## src/hdl/brc_pkg.sv

```systemverilog
// ----------------------------------------------------------------------------
// Balance robot controller package
// Shared widths, register indexes, configuration record and sequencer codes.
// ----------------------------------------------------------------------------
`timescale 1ns / 1ps
`default_nettype none

package brc_pkg;

  // Field widths
  localparam int TILT_W  = 17;
  localparam int ENC_W   = 16;
  localparam int GAIN_W  = 16;
  localparam int CMD_W   = 9;
  localparam int CFG_IDX_W = 3;
  localparam int CFG_DATA_W = 16;

  // Internal widths
  localparam int FILT_W   = 33;
  localparam int ACC_W    = 36;
  localparam int DTILT_W  = 18;
  localparam int DWHEEL_W = 10;
  localparam int MUL_AW   = 33;
  localparam int MUL_BW   = 17;
  localparam int PROD_W   = MUL_AW + MUL_BW;

  // Constants
  localparam logic signed [TILT_W-1:0] TILT_LIMIT     = 17'sd11520;
  localparam logic signed [TILT_W-1:0] TILT_LIMIT_NEG = -17'sd11520;
  localparam logic signed [MUL_BW-1:0] COEF_OLD       = 17'sd58982;
  localparam logic signed [MUL_BW-1:0] COEF_NEW       = 17'sd6554;

  // Register indexes
  localparam logic [CFG_IDX_W-1:0] REG_GAIN_ANGLE_RATE = 3'd0;
  localparam logic [CFG_IDX_W-1:0] REG_GAIN_ANGLE      = 3'd1;
  localparam logic [CFG_IDX_W-1:0] REG_GAIN_WHEEL_RATE = 3'd2;
  localparam logic [CFG_IDX_W-1:0] REG_GAIN_WHEEL      = 3'd3;
  localparam logic [CFG_IDX_W-1:0] REG_GAIN_STEER      = 3'd4;
  localparam logic [CFG_IDX_W-1:0] REG_DRIVE_BIAS      = 3'd5;
  localparam logic [CFG_IDX_W-1:0] REG_LEFT_BIAS       = 3'd6;
  localparam logic [CFG_IDX_W-1:0] REG_RIGHT_BIAS      = 3'd7;

  typedef struct packed {
    logic signed [GAIN_W-1:0] gain_angle_rate;
    logic signed [GAIN_W-1:0] gain_angle;
    logic signed [GAIN_W-1:0] gain_wheel_rate;
    logic signed [GAIN_W-1:0] gain_wheel;
    logic signed [GAIN_W-1:0] gain_steer;
    logic signed [CMD_W-1:0]  drive_bias;
    logic signed [CMD_W-1:0]  left_bias;
    logic signed [CMD_W-1:0]  right_bias;
  } cfg_t;

  localparam cfg_t CFG_RESET = '{
    gain_angle_rate: 16'sd15360,
    gain_angle:      16'sd6144,
    gain_wheel_rate: 16'sd2176,
    gain_wheel:      16'sd1331,
    gain_steer:      16'sd0,
    drive_bias:      9'sd0,
    left_bias:       9'sd0,
    right_bias:      9'sd0
  };

  // Sequencer states
  typedef enum logic [2:0] {
    S_IDLE,
    S_LAUNCH,
    S_WAIT,
    S_SPEED,
    S_TORQUE,
    S_CLAMP,
    S_BIAS,
    S_EMIT
  } state_t;

  // Multiply steps, in issue order
  typedef enum logic [3:0] {
    OP_FILT_L_OLD,
    OP_FILT_L_NEW,
    OP_FILT_R_OLD,
    OP_FILT_R_NEW,
    OP_DTILT,
    OP_TILT,
    OP_DWHEEL,
    OP_WHEEL,
    OP_STEER
  } op_t;

endpackage

`default_nettype wire

```

## src/hdl/brc_in_if.sv

```systemverilog
// ----------------------------------------------------------------------------
// Balance robot controller input channel
// One control tick: pitch angle and the two raw wheel encoder speeds.
// ----------------------------------------------------------------------------
`timescale 1ns / 1ps
`default_nettype none

interface brc_in_if
  import brc_pkg::*;
();
  logic                     valid;
  logic                     ready;
  logic signed [TILT_W-1:0] tilt;
  logic signed [ENC_W-1:0]  enc_left;
  logic signed [ENC_W-1:0]  enc_right;

  modport source (output valid, output tilt, output enc_left, output enc_right,
                  input ready);
  modport sink (input valid, input tilt, input enc_left, input enc_right,
                output ready);
endinterface

`default_nettype wire

```

## src/hdl/brc_out_if.sv

```systemverilog
// ----------------------------------------------------------------------------
// Balance robot controller result channel
// New motor command pair and the tilt cutoff flag.
// ----------------------------------------------------------------------------
`timescale 1ns / 1ps
`default_nettype none

interface brc_out_if
  import brc_pkg::*;
();
  logic                    valid;
  logic                    ready;
  logic signed [CMD_W-1:0] drive_left;
  logic signed [CMD_W-1:0] drive_right;
  logic                    fallen;

  modport source (output valid, output drive_left, output drive_right,
                  output fallen, input ready);
  modport sink (input valid, input drive_left, input drive_right,
                input fallen, output ready);
endinterface

`default_nettype wire

```

## src/hdl/brc_ser_mul.sv

```systemverilog
// ----------------------------------------------------------------------------
// Balance robot controller serial multiplier
// Signed shift-add multiplier, one multiplier bit per cycle, top bit weighted
// negative. Product holds until the next start.
// ----------------------------------------------------------------------------
`timescale 1ns / 1ps
`default_nettype none

module brc_ser_mul #(
  parameter int AW = 33,
  parameter int BW = 17
) (
  input  wire logic                 clk,
  input  wire logic                 rst_n,
  input  wire logic                 start,
  input  wire logic signed [AW-1:0] a,
  input  wire logic signed [BW-1:0] b,
  output logic                      busy,
  output logic                      done,
  output logic signed [AW+BW-1:0]   prod
);

  localparam int CNT_W = $clog2(BW + 1);

  logic signed [AW-1:0] a_r;
  logic signed [AW-1:0] hi_r;
  logic [BW-1:0]        lo_r;
  logic [CNT_W-1:0]     cnt_r;
  logic                 busy_r;
  logic                 done_r;

  logic signed [AW:0] addend;
  logic signed [AW:0] sum;
  logic               last;

  always_comb begin
    addend = lo_r[0] ? {a_r[AW-1], a_r} : '0;
    last   = (cnt_r == CNT_W'(BW - 1));
    // sign bit of the multiplier carries negative weight
    sum    = last ? ({hi_r[AW-1], hi_r} - addend) : ({hi_r[AW-1], hi_r} + addend);
  end

  always_ff @(posedge clk) begin
    if (!rst_n) begin
      busy_r <= 1'b0;
      done_r <= 1'b0;
      cnt_r  <= '0;
    end else begin
      done_r <= 1'b0;
      if (start && !busy_r) begin
        busy_r <= 1'b1;
        cnt_r  <= '0;
      end else if (busy_r) begin
        cnt_r <= cnt_r + CNT_W'(1);
        if (last) begin
          busy_r <= 1'b0;
          done_r <= 1'b1;
        end
      end
    end
  end

  always_ff @(posedge clk) begin
    if (start && !busy_r) begin
      a_r  <= a;
      hi_r <= '0;
      lo_r <= b;
    end else if (busy_r) begin
      hi_r <= sum[AW:1];
      lo_r <= {sum[0], lo_r[BW-1:1]};
    end
  end

  assign busy = busy_r;
  assign done = done_r;
  assign prod = {hi_r, lo_r};

  a_done_after_busy: assert property (@(posedge clk) disable iff (!rst_n)
    done_r |-> ($past(busy_r) && !busy_r))
    else $error("product ready without a running multiply");

endmodule

`default_nettype wire

```

## src/hdl/brc_core.sv

```systemverilog
// ----------------------------------------------------------------------------
// Balance robot controller core
// Sequencer and datapath: wheel filters, state feedback torque, steering,
// offsets, clamps, dead zone and change detection, with the result register.
// ----------------------------------------------------------------------------
`timescale 1ns / 1ps
`default_nettype none

module brc_core
  import brc_pkg::*;
#(
  parameter int DEAD_BAND = 20
) (
  input  wire logic                     clk,
  input  wire logic                     rst_n,
  input  wire cfg_t                     cfg,
  input  wire logic                     in_valid,
  output logic                          in_ready,
  input  wire logic signed [TILT_W-1:0] in_tilt,
  input  wire logic signed [ENC_W-1:0]  in_enc_left,
  input  wire logic signed [ENC_W-1:0]  in_enc_right,
  output logic                          out_valid,
  input  wire logic                     out_ready,
  output logic signed [CMD_W-1:0]       out_left,
  output logic signed [CMD_W-1:0]       out_right,
  output logic                          out_fallen
);

  localparam logic [CMD_W-1:0] DB_U = CMD_W'(DEAD_BAND);

  function automatic logic signed [CMD_W-1:0] clamp_cmd(input logic signed [19:0] v);
    logic signed [CMD_W-1:0] res;
    if (v > 20'sd255)       res = 9'sd255;
    else if (v < -20'sd255) res = -9'sd255;
    else                    res = v[CMD_W-1:0];
    return res;
  endfunction

  function automatic logic signed [15:0] sat16(input logic signed [19:0] v);
    logic signed [15:0] res;
    if (v > 20'sd32767)       res = 16'sh7FFF;
    else if (v < -20'sd32768) res = 16'sh8000;
    else                      res = v[15:0];
    return res;
  endfunction

  function automatic logic signed [CMD_W-1:0] squelch(input logic signed [CMD_W-1:0] v);
    logic [CMD_W-1:0] mag;
    mag = v[CMD_W-1] ? CMD_W'(-v) : CMD_W'(v);
    return ((mag != '0) && (mag < DB_U)) ? '0 : v;
  endfunction

  function automatic op_t next_op(input op_t op);
    op_t res;
    case (op)
      OP_FILT_L_OLD: res = OP_FILT_L_NEW;
      OP_FILT_L_NEW: res = OP_FILT_R_OLD;
      OP_FILT_R_OLD: res = OP_FILT_R_NEW;
      OP_FILT_R_NEW: res = OP_DTILT;
      OP_DTILT:      res = OP_TILT;
      OP_TILT:       res = OP_DWHEEL;
      OP_DWHEEL:     res = OP_WHEEL;
      OP_WHEEL:      res = OP_STEER;
      default:       res = OP_STEER;
    endcase
    return res;
  endfunction

  state_t state_r, state_nxt;
  op_t    op_r;

  logic signed [TILT_W-1:0]  tilt_r;
  logic signed [ENC_W-1:0]   el_r;
  logic signed [ENC_W-1:0]   er_r;
  logic signed [FILT_W-1:0]  filt_l_r;
  logic signed [FILT_W-1:0]  filt_r_r;
  logic signed [FILT_W-1:0]  tmp_r;
  logic signed [TILT_W-1:0]  prev_tilt_r;
  logic signed [CMD_W-1:0]   prev_wheel_r;
  logic signed [CMD_W-1:0]   sl_r;
  logic signed [CMD_W-1:0]   sr_r;
  logic signed [CMD_W-1:0]   wheel_r;
  logic signed [ACC_W-1:0]   acc_r;
  logic signed [15:0]        steer_r;
  logic signed [15:0]        torque_r;
  logic signed [CMD_W-1:0]   l0_r;
  logic signed [CMD_W-1:0]   r0_r;
  logic signed [CMD_W-1:0]   cmd_l_r;
  logic signed [CMD_W-1:0]   cmd_r_r;
  logic                      fallen_r;
  logic signed [CMD_W-1:0]   last_l_r;
  logic signed [CMD_W-1:0]   last_r_r;
  logic                      out_valid_r;
  logic signed [CMD_W-1:0]   out_left_r;
  logic signed [CMD_W-1:0]   out_right_r;
  logic                      out_fallen_r;

  logic                      cut;
  logic                      mul_start;
  logic                      mul_busy;
  logic                      mul_done;
  logic signed [MUL_AW-1:0]  mul_a;
  logic signed [MUL_BW-1:0]  mul_b;
  logic signed [PROD_W-1:0]  prod;
  logic                      slot_free;
  logic                      pair_new;
  logic                      out_load;

  logic signed [DTILT_W-1:0]  dtilt;
  logic signed [DWHEEL_W-1:0] dwheel;
  logic signed [DWHEEL_W-1:0] sdiff;
  logic [33:0]                q_old;
  logic [18:0]                q_steer;
  logic [19:0]                q_torque;
  logic signed [16:0]         ql;
  logic signed [16:0]         qr;
  logic signed [DWHEEL_W-1:0] wsum;
  logic signed [DWHEEL_W-1:0] wadj;
  logic signed [10:0]         lb_sum;
  logic signed [10:0]         rb_sum;

  assign cut = (in_tilt > TILT_LIMIT) || (in_tilt < TILT_LIMIT_NEG);

  // Next state
  always_comb begin
    state_nxt = state_r;
    case (state_r)
      S_IDLE:   if (in_valid) state_nxt = cut ? S_EMIT : S_LAUNCH;
      S_LAUNCH: state_nxt = S_WAIT;
      S_WAIT: begin
        if (mul_done) begin
          if (op_r == OP_FILT_R_NEW) state_nxt = S_SPEED;
          else if (op_r == OP_STEER) state_nxt = S_TORQUE;
          else                       state_nxt = S_LAUNCH;
        end
      end
      S_SPEED:  state_nxt = S_LAUNCH;
      S_TORQUE: state_nxt = S_CLAMP;
      S_CLAMP:  state_nxt = S_BIAS;
      S_BIAS:   state_nxt = S_EMIT;
      S_EMIT:   if (slot_free) state_nxt = S_IDLE;
      default:  state_nxt = S_IDLE;
    endcase
  end

  // Control outputs
  always_comb begin
    in_ready  = 1'b0;
    mul_start = 1'b0;
    slot_free = !out_valid_r || out_ready;
    pair_new  = (cmd_l_r != last_l_r) || (cmd_r_r != last_r_r);
    out_load  = 1'b0;
    case (state_r)
      S_IDLE:   in_ready  = 1'b1;
      S_LAUNCH: mul_start = 1'b1;
      S_EMIT:   out_load  = slot_free && pair_new;
      default:  ;
    endcase
  end

  // Multiplier operand select
  always_comb begin
    dtilt  = DTILT_W'(tilt_r) - DTILT_W'(prev_tilt_r);
    dwheel = DWHEEL_W'(wheel_r) - DWHEEL_W'(prev_wheel_r);
    sdiff  = DWHEEL_W'(sl_r) - DWHEEL_W'(sr_r);
    mul_a  = '0;
    mul_b  = '0;
    case (op_r)
      OP_FILT_L_OLD: begin mul_a = filt_l_r;         mul_b = COEF_OLD; end
      OP_FILT_L_NEW: begin mul_a = MUL_AW'(el_r);    mul_b = COEF_NEW; end
      OP_FILT_R_OLD: begin mul_a = filt_r_r;         mul_b = COEF_OLD; end
      OP_FILT_R_NEW: begin mul_a = MUL_AW'(er_r);    mul_b = COEF_NEW; end
      OP_DTILT: begin
        mul_a = MUL_AW'(dtilt);
        mul_b = MUL_BW'(cfg.gain_angle_rate);
      end
      OP_TILT: begin
        mul_a = MUL_AW'(tilt_r);
        mul_b = MUL_BW'(cfg.gain_angle);
      end
      OP_DWHEEL: begin
        mul_a = MUL_AW'(dwheel);
        mul_b = MUL_BW'(cfg.gain_wheel_rate);
      end
      OP_WHEEL: begin
        mul_a = MUL_AW'(wheel_r);
        mul_b = MUL_BW'(cfg.gain_wheel);
      end
      OP_STEER: begin
        mul_a = MUL_AW'(sdiff);
        mul_b = MUL_BW'(cfg.gain_steer);
      end
      default: ;
    endcase
  end

  brc_ser_mul #(
    .AW (MUL_AW),
    .BW (MUL_BW)
  ) u_mul (
    .clk   (clk),
    .rst_n (rst_n),
    .start (mul_start),
    .a     (mul_a),
    .b     (mul_b),
    .busy  (mul_busy),
    .done  (mul_done),
    .prod  (prod)
  );

  // Truncating divides toward zero: add one when negative with a nonzero remainder
  always_comb begin
    q_old    = prod[PROD_W-2:16] + 34'(prod[PROD_W-1] && (prod[15:0] != '0));
    q_steer  = prod[26:8] + 19'(prod[26] && (prod[7:0] != '0));
    q_torque = acc_r[ACC_W-1:16] + 20'(acc_r[ACC_W-1] && (acc_r[15:0] != '0));
    ql       = $signed(filt_l_r[FILT_W-1:16] +
                       17'(filt_l_r[FILT_W-1] && (filt_l_r[15:0] != '0)));
    qr       = $signed(filt_r_r[FILT_W-1:16] +
                       17'(filt_r_r[FILT_W-1] && (filt_r_r[15:0] != '0)));
    wsum     = DWHEEL_W'(sl_r) + DWHEEL_W'(sr_r);
    wadj     = wsum + $signed({{(DWHEEL_W-1){1'b0}}, wsum[DWHEEL_W-1]});
    lb_sum   = 11'(l0_r) + 11'(cfg.drive_bias) + 11'(cfg.left_bias);
    rb_sum   = 11'(r0_r) + 11'(cfg.drive_bias) + 11'(cfg.right_bias);
  end

  // Control state
  always_ff @(posedge clk) begin
    if (!rst_n) begin
      state_r      <= S_IDLE;
      op_r         <= OP_FILT_L_OLD;
      out_valid_r  <= 1'b0;
      filt_l_r     <= '0;
      filt_r_r     <= '0;
      prev_tilt_r  <= '0;
      prev_wheel_r <= '0;
      last_l_r     <= '0;
      last_r_r     <= '0;
    end else begin
      state_r <= state_nxt;
      if (state_r == S_IDLE) begin
        op_r <= OP_FILT_L_OLD;
      end else if (state_r == S_WAIT && mul_done) begin
        op_r <= next_op(op_r);
        case (op_r)
          OP_FILT_L_NEW: filt_l_r <= tmp_r + prod[FILT_W-1:0];
          OP_FILT_R_NEW: filt_r_r <= tmp_r + prod[FILT_W-1:0];
          default: ;
        endcase
      end
      if (state_r == S_BIAS) begin
        prev_tilt_r  <= tilt_r;
        prev_wheel_r <= wheel_r;
      end
      if (out_load) begin
        out_valid_r <= 1'b1;
        last_l_r    <= cmd_l_r;
        last_r_r    <= cmd_r_r;
      end else if (out_ready) begin
        out_valid_r <= 1'b0;
      end
    end
  end

  // Datapath
  always_ff @(posedge clk) begin
    case (state_r)
      S_IDLE: begin
        if (in_valid) begin
          tilt_r   <= in_tilt;
          el_r     <= in_enc_left;
          er_r     <= in_enc_right;
          cmd_l_r  <= '0;
          cmd_r_r  <= '0;
          fallen_r <= cut;
        end
      end
      S_WAIT: begin
        if (mul_done) begin
          case (op_r)
            OP_FILT_L_OLD, OP_FILT_R_OLD: tmp_r <= q_old[FILT_W-1:0];
            OP_DTILT: begin
              acc_r   <= prod[ACC_W-1:0];
              wheel_r <= wadj[DWHEEL_W-1:1];
            end
            OP_TILT:   acc_r <= acc_r + prod[ACC_W-1:0];
            OP_DWHEEL, OP_WHEEL: acc_r <= acc_r + {prod[ACC_W-9:0], 8'b0};
            OP_STEER:  steer_r <= sat16(20'($signed(q_steer)));
            default: ;
          endcase
        end
      end
      S_SPEED: begin
        // left encoder counts the other way round
        sl_r <= clamp_cmd(20'sd0 - 20'(ql));
        sr_r <= clamp_cmd(20'(qr));
      end
      S_TORQUE: torque_r <= sat16($signed(q_torque));
      S_CLAMP: begin
        l0_r <= clamp_cmd(20'(torque_r) - 20'(steer_r));
        r0_r <= clamp_cmd(20'(torque_r));
      end
      S_BIAS: begin
        cmd_l_r <= squelch(clamp_cmd(20'(lb_sum)));
        cmd_r_r <= squelch(clamp_cmd(20'(rb_sum)));
      end
      default: ;
    endcase
    if (out_load) begin
      out_left_r   <= cmd_l_r;
      out_right_r  <= cmd_r_r;
      out_fallen_r <= fallen_r;
    end
  end

  assign out_valid  = out_valid_r;
  assign out_left   = out_left_r;
  assign out_right  = out_right_r;
  assign out_fallen = out_fallen_r;

  a_cut_zero: assert property (@(posedge clk) disable iff (!rst_n)
    (in_valid && in_ready && cut) |=>
      (state_r == S_EMIT && fallen_r && cmd_l_r == '0 && cmd_r_r == '0))
    else $error("tilt cutoff did not force a zero command");

  a_fallen_pair: assert property (@(posedge clk) disable iff (!rst_n)
    (out_valid_r && out_fallen_r) |-> (out_left_r == '0 && out_right_r == '0))
    else $error("fallen result carries a nonzero command");

  a_start_idle: assert property (@(posedge clk) disable iff (!rst_n)
    mul_start |-> !mul_busy)
    else $error("multiply launched while the multiplier is busy");

  a_dead_band: assert property (@(posedge clk) disable iff (!rst_n)
    out_valid_r |-> (squelch(out_left_r) == out_left_r &&
                     squelch(out_right_r) == out_right_r))
    else $error("result command inside the dead zone");

endmodule

`default_nettype wire

```

## src/hdl/balance_robot_controller.sv

```systemverilog
// ----------------------------------------------------------------------------
// Balance robot controller
// Two-wheel self-balancing state feedback controller with configuration
// registers; one control tick in, a changed motor command pair out.
// ----------------------------------------------------------------------------
//  Channel   Direction  Handshake          Contents
//  in_chan   sink       valid/ready        tilt, enc_left, enc_right
//  out_chan  source     valid/ready        drive_left, drive_right, fallen
//  cfg_*     write      cfg_we             cfg_idx selects, cfg_wdata value
//
//  Between its transfer and the earliest next transfer, a tick runs nine
//  multiplies in turn on one serial multiplier (one multiplier bit per cycle),
//  then the sequencing states. A tick past the tilt limit skips the multiplies.
//  Reset is synchronous, active low, and loads the register defaults.
//  A waiting result holds in the output register; the next tick is taken
//  meanwhile and stalls only at its own result when the register is still full.
// ----------------------------------------------------------------------------
`timescale 1ns / 1ps
`default_nettype none

module balance_robot_controller
  import brc_pkg::*;
#(
  parameter int DEAD_BAND = 20
) (
  input  wire logic                  clk,
  input  wire logic                  rst_n,
  brc_in_if.sink                     in_chan,
  brc_out_if.source                  out_chan,
  input  wire logic                  cfg_we,
  input  wire logic [CFG_IDX_W-1:0]  cfg_idx,
  input  wire logic [CFG_DATA_W-1:0] cfg_wdata
);

  cfg_t cfg_r;

  always_ff @(posedge clk) begin
    if (!rst_n) begin
      cfg_r <= CFG_RESET;
    end else if (cfg_we) begin
      case (cfg_idx)
        REG_GAIN_ANGLE_RATE: cfg_r.gain_angle_rate <= cfg_wdata;
        REG_GAIN_ANGLE:      cfg_r.gain_angle      <= cfg_wdata;
        REG_GAIN_WHEEL_RATE: cfg_r.gain_wheel_rate <= cfg_wdata;
        REG_GAIN_WHEEL:      cfg_r.gain_wheel      <= cfg_wdata;
        REG_GAIN_STEER:      cfg_r.gain_steer      <= cfg_wdata;
        REG_DRIVE_BIAS:      cfg_r.drive_bias      <= cfg_wdata[CMD_W-1:0];
        REG_LEFT_BIAS:       cfg_r.left_bias       <= cfg_wdata[CMD_W-1:0];
        REG_RIGHT_BIAS:      cfg_r.right_bias      <= cfg_wdata[CMD_W-1:0];
        default: ;
      endcase
    end
  end

  brc_core #(
    .DEAD_BAND (DEAD_BAND)
  ) u_core (
    .clk          (clk),
    .rst_n        (rst_n),
    .cfg          (cfg_r),
    .in_valid     (in_chan.valid),
    .in_ready     (in_chan.ready),
    .in_tilt      (in_chan.tilt),
    .in_enc_left  (in_chan.enc_left),
    .in_enc_right (in_chan.enc_right),
    .out_valid    (out_chan.valid),
    .out_ready    (out_chan.ready),
    .out_left     (out_chan.drive_left),
    .out_right    (out_chan.drive_right),
    .out_fallen   (out_chan.fallen)
  );

endmodule

`default_nettype wire

```

## src/flat_wrapper.sv

```systemverilog
// flat-port wrapper written by rule: the top's interface ports become plain ports
module balance_robot_controller_flat import brc_pkg::*;
#(
  parameter int DEAD_BAND = 20
)
  (clk, rst_n, cfg_we, cfg_idx, cfg_wdata, in_chan_valid, in_chan_tilt, in_chan_enc_left, in_chan_enc_right, in_chan_ready, out_chan_valid, out_chan_drive_left, out_chan_drive_right, out_chan_fallen, out_chan_ready);
  brc_in_if in_chan_i ();
  brc_out_if out_chan_i ();
  input  wire logic clk;
  input  wire logic rst_n;
  input  wire logic cfg_we;
  input  wire logic [CFG_IDX_W-1:0] cfg_idx;
  input  wire logic [CFG_DATA_W-1:0] cfg_wdata;
  input wire logic [$bits(in_chan_i.valid)-1:0] in_chan_valid;
  input wire logic [$bits(in_chan_i.tilt)-1:0] in_chan_tilt;
  input wire logic [$bits(in_chan_i.enc_left)-1:0] in_chan_enc_left;
  input wire logic [$bits(in_chan_i.enc_right)-1:0] in_chan_enc_right;
  output wire logic [$bits(in_chan_i.ready)-1:0] in_chan_ready;
  output wire logic [$bits(out_chan_i.valid)-1:0] out_chan_valid;
  output wire logic [$bits(out_chan_i.drive_left)-1:0] out_chan_drive_left;
  output wire logic [$bits(out_chan_i.drive_right)-1:0] out_chan_drive_right;
  output wire logic [$bits(out_chan_i.fallen)-1:0] out_chan_fallen;
  input wire logic [$bits(out_chan_i.ready)-1:0] out_chan_ready;
  assign in_chan_i.valid = in_chan_valid;
  assign in_chan_i.tilt = in_chan_tilt;
  assign in_chan_i.enc_left = in_chan_enc_left;
  assign in_chan_i.enc_right = in_chan_enc_right;
  assign in_chan_ready = in_chan_i.ready;
  assign out_chan_valid = out_chan_i.valid;
  assign out_chan_drive_left = out_chan_i.drive_left;
  assign out_chan_drive_right = out_chan_i.drive_right;
  assign out_chan_fallen = out_chan_i.fallen;
  assign out_chan_i.ready = out_chan_ready;
  balance_robot_controller #(.DEAD_BAND(DEAD_BAND)) u_core (.clk(clk), .rst_n(rst_n), .in_chan(in_chan_i), .out_chan(out_chan_i), .cfg_we(cfg_we), .cfg_idx(cfg_idx), .cfg_wdata(cfg_wdata));
endmodule
```

## config.mk

```make
export PLATFORM = sky130hd
export DESIGN_NAME = balance_robot_controller_flat
export DESIGN_NICKNAME = d
export VERILOG_FILES = /design/src/hdl/brc_pkg.sv /design/src/hdl/brc_in_if.sv /design/src/hdl/brc_out_if.sv /design/src/hdl/brc_ser_mul.sv /design/src/hdl/brc_core.sv /design/src/hdl/balance_robot_controller.sv /design/src/flat_wrapper.sv
export SDC_FILE = /design/constraint.sdc
export NUM_CORES = 2
export LEC_CHECK = 0
export BUFFER_PORTS_ARGS = -buffer_cell sky130_fd_sc_hd__buf_2
export CAP_MARGIN = 0
export CELL_PAD_IN_SITES_DETAIL_PLACEMENT = 0
export CELL_PAD_IN_SITES_GLOBAL_PLACEMENT = 2
export CORE_UTILIZATION = 40
export DETAILED_ROUTE_END_ITERATION = 8
export PLACE_DENSITY = 0.81
export SLEW_MARGIN = 5
export SYNTH_ARGS = -nofsm -noshare
export SYNTH_HDL_FRONTEND = slang
export SYNTH_SLANG_ARGS = --single-unit
```

## constraint.sdc

```tcl
create_clock -name clk -period 6.36 [get_ports clk]
set_input_delay 0.954 -clock clk [delete_from_list [all_inputs] [get_ports clk]]
set_output_delay 0.954 -clock clk [all_outputs]
set_load 0.005 [all_outputs]
```

==> flow_summary.json <==
{
  "status": "finished clean",
  "skew_ps": 25.25,
  "cts_made_buffers": 67,
  "die_y_um": 302.9,
  "crit_chain": "buf_4, o21ai_0, a31oi_1, a31oi_1, nand2_1, nor2_1, or3_1, ha_1, nor2b_1, o41ai_1, o21ai_0, a41oi_1, o21ai_0, a31oi_1, mux2i_1, mux2i_1",
  "p_switching_uw": 5846,
  "path_buf_inv": 1,
  "cp-start-kind": "register",
  "cp_slowest_cell": "a41oi_1",
  "p_per_area_mw_per_mm2": 371.6,
  "fmax_mhz": 184.9,
  "cts_sinks": 552,
  "use_met1_pct": 32.50,
  "postCtsSetupRepairBufs": 0,
  "ys_warn_count": 0,
  "cp_data_arrival_time_ps": 5980,
  "dp_slack_ps": 1007,
  "yosysTopAreaCellShare_pct": 23.47,
  "cts_buffer_depth": 3,
  "grt_pass1_wl_um": 171400,
  "num_rows": 109,
  "synthFlopType": "edfxtp_1",
  "slew_violations": 0,
  "ctsHoldBuffers": 0,
  "slew_headroom_pct": 18.41,
  "pwr-share-clk_pct": 27.0,
  "path_clk_slew_ps": 60,
  "ys_seq_area_share_pct": 38.34,
  "drtPass1Iterations": 7,
  "finalSetupViolCount": 0,
  "cts_tree": "done",
  "synthCells": 4065,
  "power.total_uw": 14910,
  "rsz0062_at_grt": "no",
  "drt-initial-drc-count": 2282,
  "gr-usage-met3_pct": 2.879,
  "routedWlPerCell_um": 21.20,
  "async_reset_ff_share_pct": 0,
  "swShare_pct": 39.20,
  "root_buffer": "clkbuf_16",
  "grt_pass1_vias": 28470,
  "num_vias": 29930,
  "grt_remaining_overflow": 0,
  "synthTopCellsByArea": "edfxtp_1, dfxtp_1, ha_1",
  "drcViolationCount": 0,
  "hp-class": "register to register",
  "finalHoldViolCount": 0,
  "routabilityCongestion": 0.8705,
  "cap_violations": 0,
  "ir_drop_uv": 225.7,
  "dieArea_sq_mm": 0.09174,
  "crit_fanout": 53,
  "critical_path_required_ps": 6930,
  "mostFrequentLayoutCells": "nand2_1, edfxtp_1, dfxtp_1, o21ai_0, ha_1",
  "min_period_ps": 5409,
  "comb_power_share_pct": 38.8,
  "final_common_cell": "nand2_1",
  "synth_edf_count": 283,
  "grt_max_degree": 101,
  "slowest_delay_ps": 570,
  "grtUsageTotal_pct": 24.23,
  "core_region_area_sq_mm": 0.08906,
  "finalCritPeriodShare_pct": 85.05,
  "cp_top_family": "compound AO/OA/AOI/OAI gates",
  "worstSetupPathType": "register to register",
  "tightestPinTransition_ps": 1215,
  "fillers": 8754,
  "initial_core_util_pct": 40.66,
  "synth_nets": 4390,
  "grt_antenna_before_repair": 1,
  "finalNetCount": 4416,
  "cts_resized": 0,
  "die_x_um": 302.9,
  "clock_latency_ps": 640,
  "h-tree-depth": 3,
  "setup_tns_ps": 0,
  "wirelength_um": 112600,
  "leakage_uw": 0.01526,
  "endpoint_kind": "register",
  "busiest_layer": "met2",
  "seqPwrFrac_pct": 34.2,
  "postRouteAntennaNets": 0,
  "grtUsageMet2_pct": 41.50,
  "syn-cell-area_sq_mm": 0.03621,
  "ioPinCount": 94,
  "synth_seq_cells": 552,
  "port_buffers": 93,
  "dpl.hpwl_um": 83910,
  "final.setup.worst_slack_ps": 950.9,
  "syn2layout_area_growth_pct": 10.84,
  "p_int_uw": 9069,
  "yosysUniqueCellTypes": 107,
  "synth_top_area_cell": "edfxtp_1",
  "synth_area_per_cell_sq_um": 8.908,
  "drive_gt1_share_pct": 8.323,
  "vias_per_cell": 5.634
}
cells in the mapped netlist, drive strengths merged (17+ instances only):
master,count
a211oi,26
a21boi,173
a21o,88
a21oi,215
a221oi,17
a22o,24
a22oi,56
a31oi,34
and2,19
and3,39
buf,20
clkbuf,169
dfxtp,269
edfxtp,283
fa,29
ha,223
inv,191
mux2,19
mux2i,39
nand2,611
nand2b,53
nand3,130
nand4,40
nor2,197
nor2b,64
nor3,75
nor4,43
o211ai,17
o21a,34
o21ai,276
o21bai,30
o22ai,18
o31ai,19
or2,20
or3,26
xnor2,182
xor2,107
worst register-to-register path, cell delays in order (launching register included):
cell,delay (ps)
edfxtp_1,500
buf_4,480
o21ai_0,330
a31oi_1,350
a31oi_1,110
nand2_1,340
nor2_1,120
or3_1,420
ha_1,370
nor2b_1,170
o41ai_1,380
o21ai_0,200
a41oi_1,570
o21ai_0,300
a31oi_1,270
mux2i_1,250
mux2i_1,200
registers in the layout, indices dropped and copies added, names as in the netlist, 17 cells and up, named ones only:
name / flops
u_core.u_core.u_mul.hi_r: 33
u_core.u_core.tmp_r: 33
u_core.u_core.tilt_r: 17
u_core.cfg_r: 107
u_core.u_core.filt_l_r: 33
u_core.u_core.filt_r_r: 33
u_core.u_core.acc_r: 36
u_core.u_core.u_mul.a_r: 33
u_core.u_core.u_mul.lo_r: 17
u_core.u_core.prev_tilt_r: 17
per-layer routing:
metal / part of all wire, % / wire length (um)
met1: 46 / 51780
met2: 48 / 53560
met3: 4.4 / 4907
met4: 2.1 / 2366
met5: 0.0062 / 7
power by group through the flow:
stage	sequential, uW	combinational [uW]	clock [uW]
after CTS	5100	5780	4120
after global placement	5170	5760	0
after detailed placement	5180	5740	0
after global routing	5150	6450	4240
final	5110	5790	4020
after floorplan	4770	4410	0
kinds of logic (layout without fill, tap and decap cells):
group / count (synthesis) / after routing / synth area share (%)
simple gates: 1357 / 1357 / 17.53
flops: 552 / 552 / 38.34
mux: 59 / 59 / 1.731
fa+ha+maj: 252 / 252 / 9.308
xor+xnor: 289 / 289 / 6.990
buf+inv: 380 / 460 / 4.115
compound gates: 1176 / 1176 / 21.99
other cells: 0 / 2 / 0
final timing paths:
kind,from,end,slack (ps),cells past startpoint
min,u_core.u_core.fallen_r,u_core.u_core.out_fallen,430,0
max,u_core.u_core.u_mul.lo_r[0],u_core.u_core.u_mul.hi_r[32],950,16
max reg2reg,u_core.u_core.u_mul.lo_r[0],u_core.u_core.u_mul.hi_r[32],950,16
min reg2reg,u_core.u_core.fallen_r,u_core.u_core.out_fallen,430,0
layout make-up:
class / instances / area (sq um) / area share (%)
Tap cell: 1165 / 1458 / 3.632
Clock inverter: 36 / 420.4 / 1.047
Inverter: 191 / 716.9 / 1.786
Sequential cell: 552 / 13890 / 34.59
Antenna cell: 2 / 5.005 / 0.01247
Clock buffer: 87 / 1867 / 4.651
Timing Repair Buffer: 146 / 869.6 / 2.166
Multi-Input combinational cell: 3133 / 20920 / 52.11
stage by stage:
step                      utilization, %  std cells  instance area [sq um]  hold WS [ps]
after floorplan                        -       4065                  36210         400.3
after global placement             42.50       5187                  37850         423.7
after detailed placement           42.50       5187                  37850         414.4
after CTS                          45.07       5310                  40130         428.6
after global routing               45.07       5310                  40130         440.6
final                              45.07       5312                  40140         430.2
No activity file was read; power rests on OpenSTA's default activity.
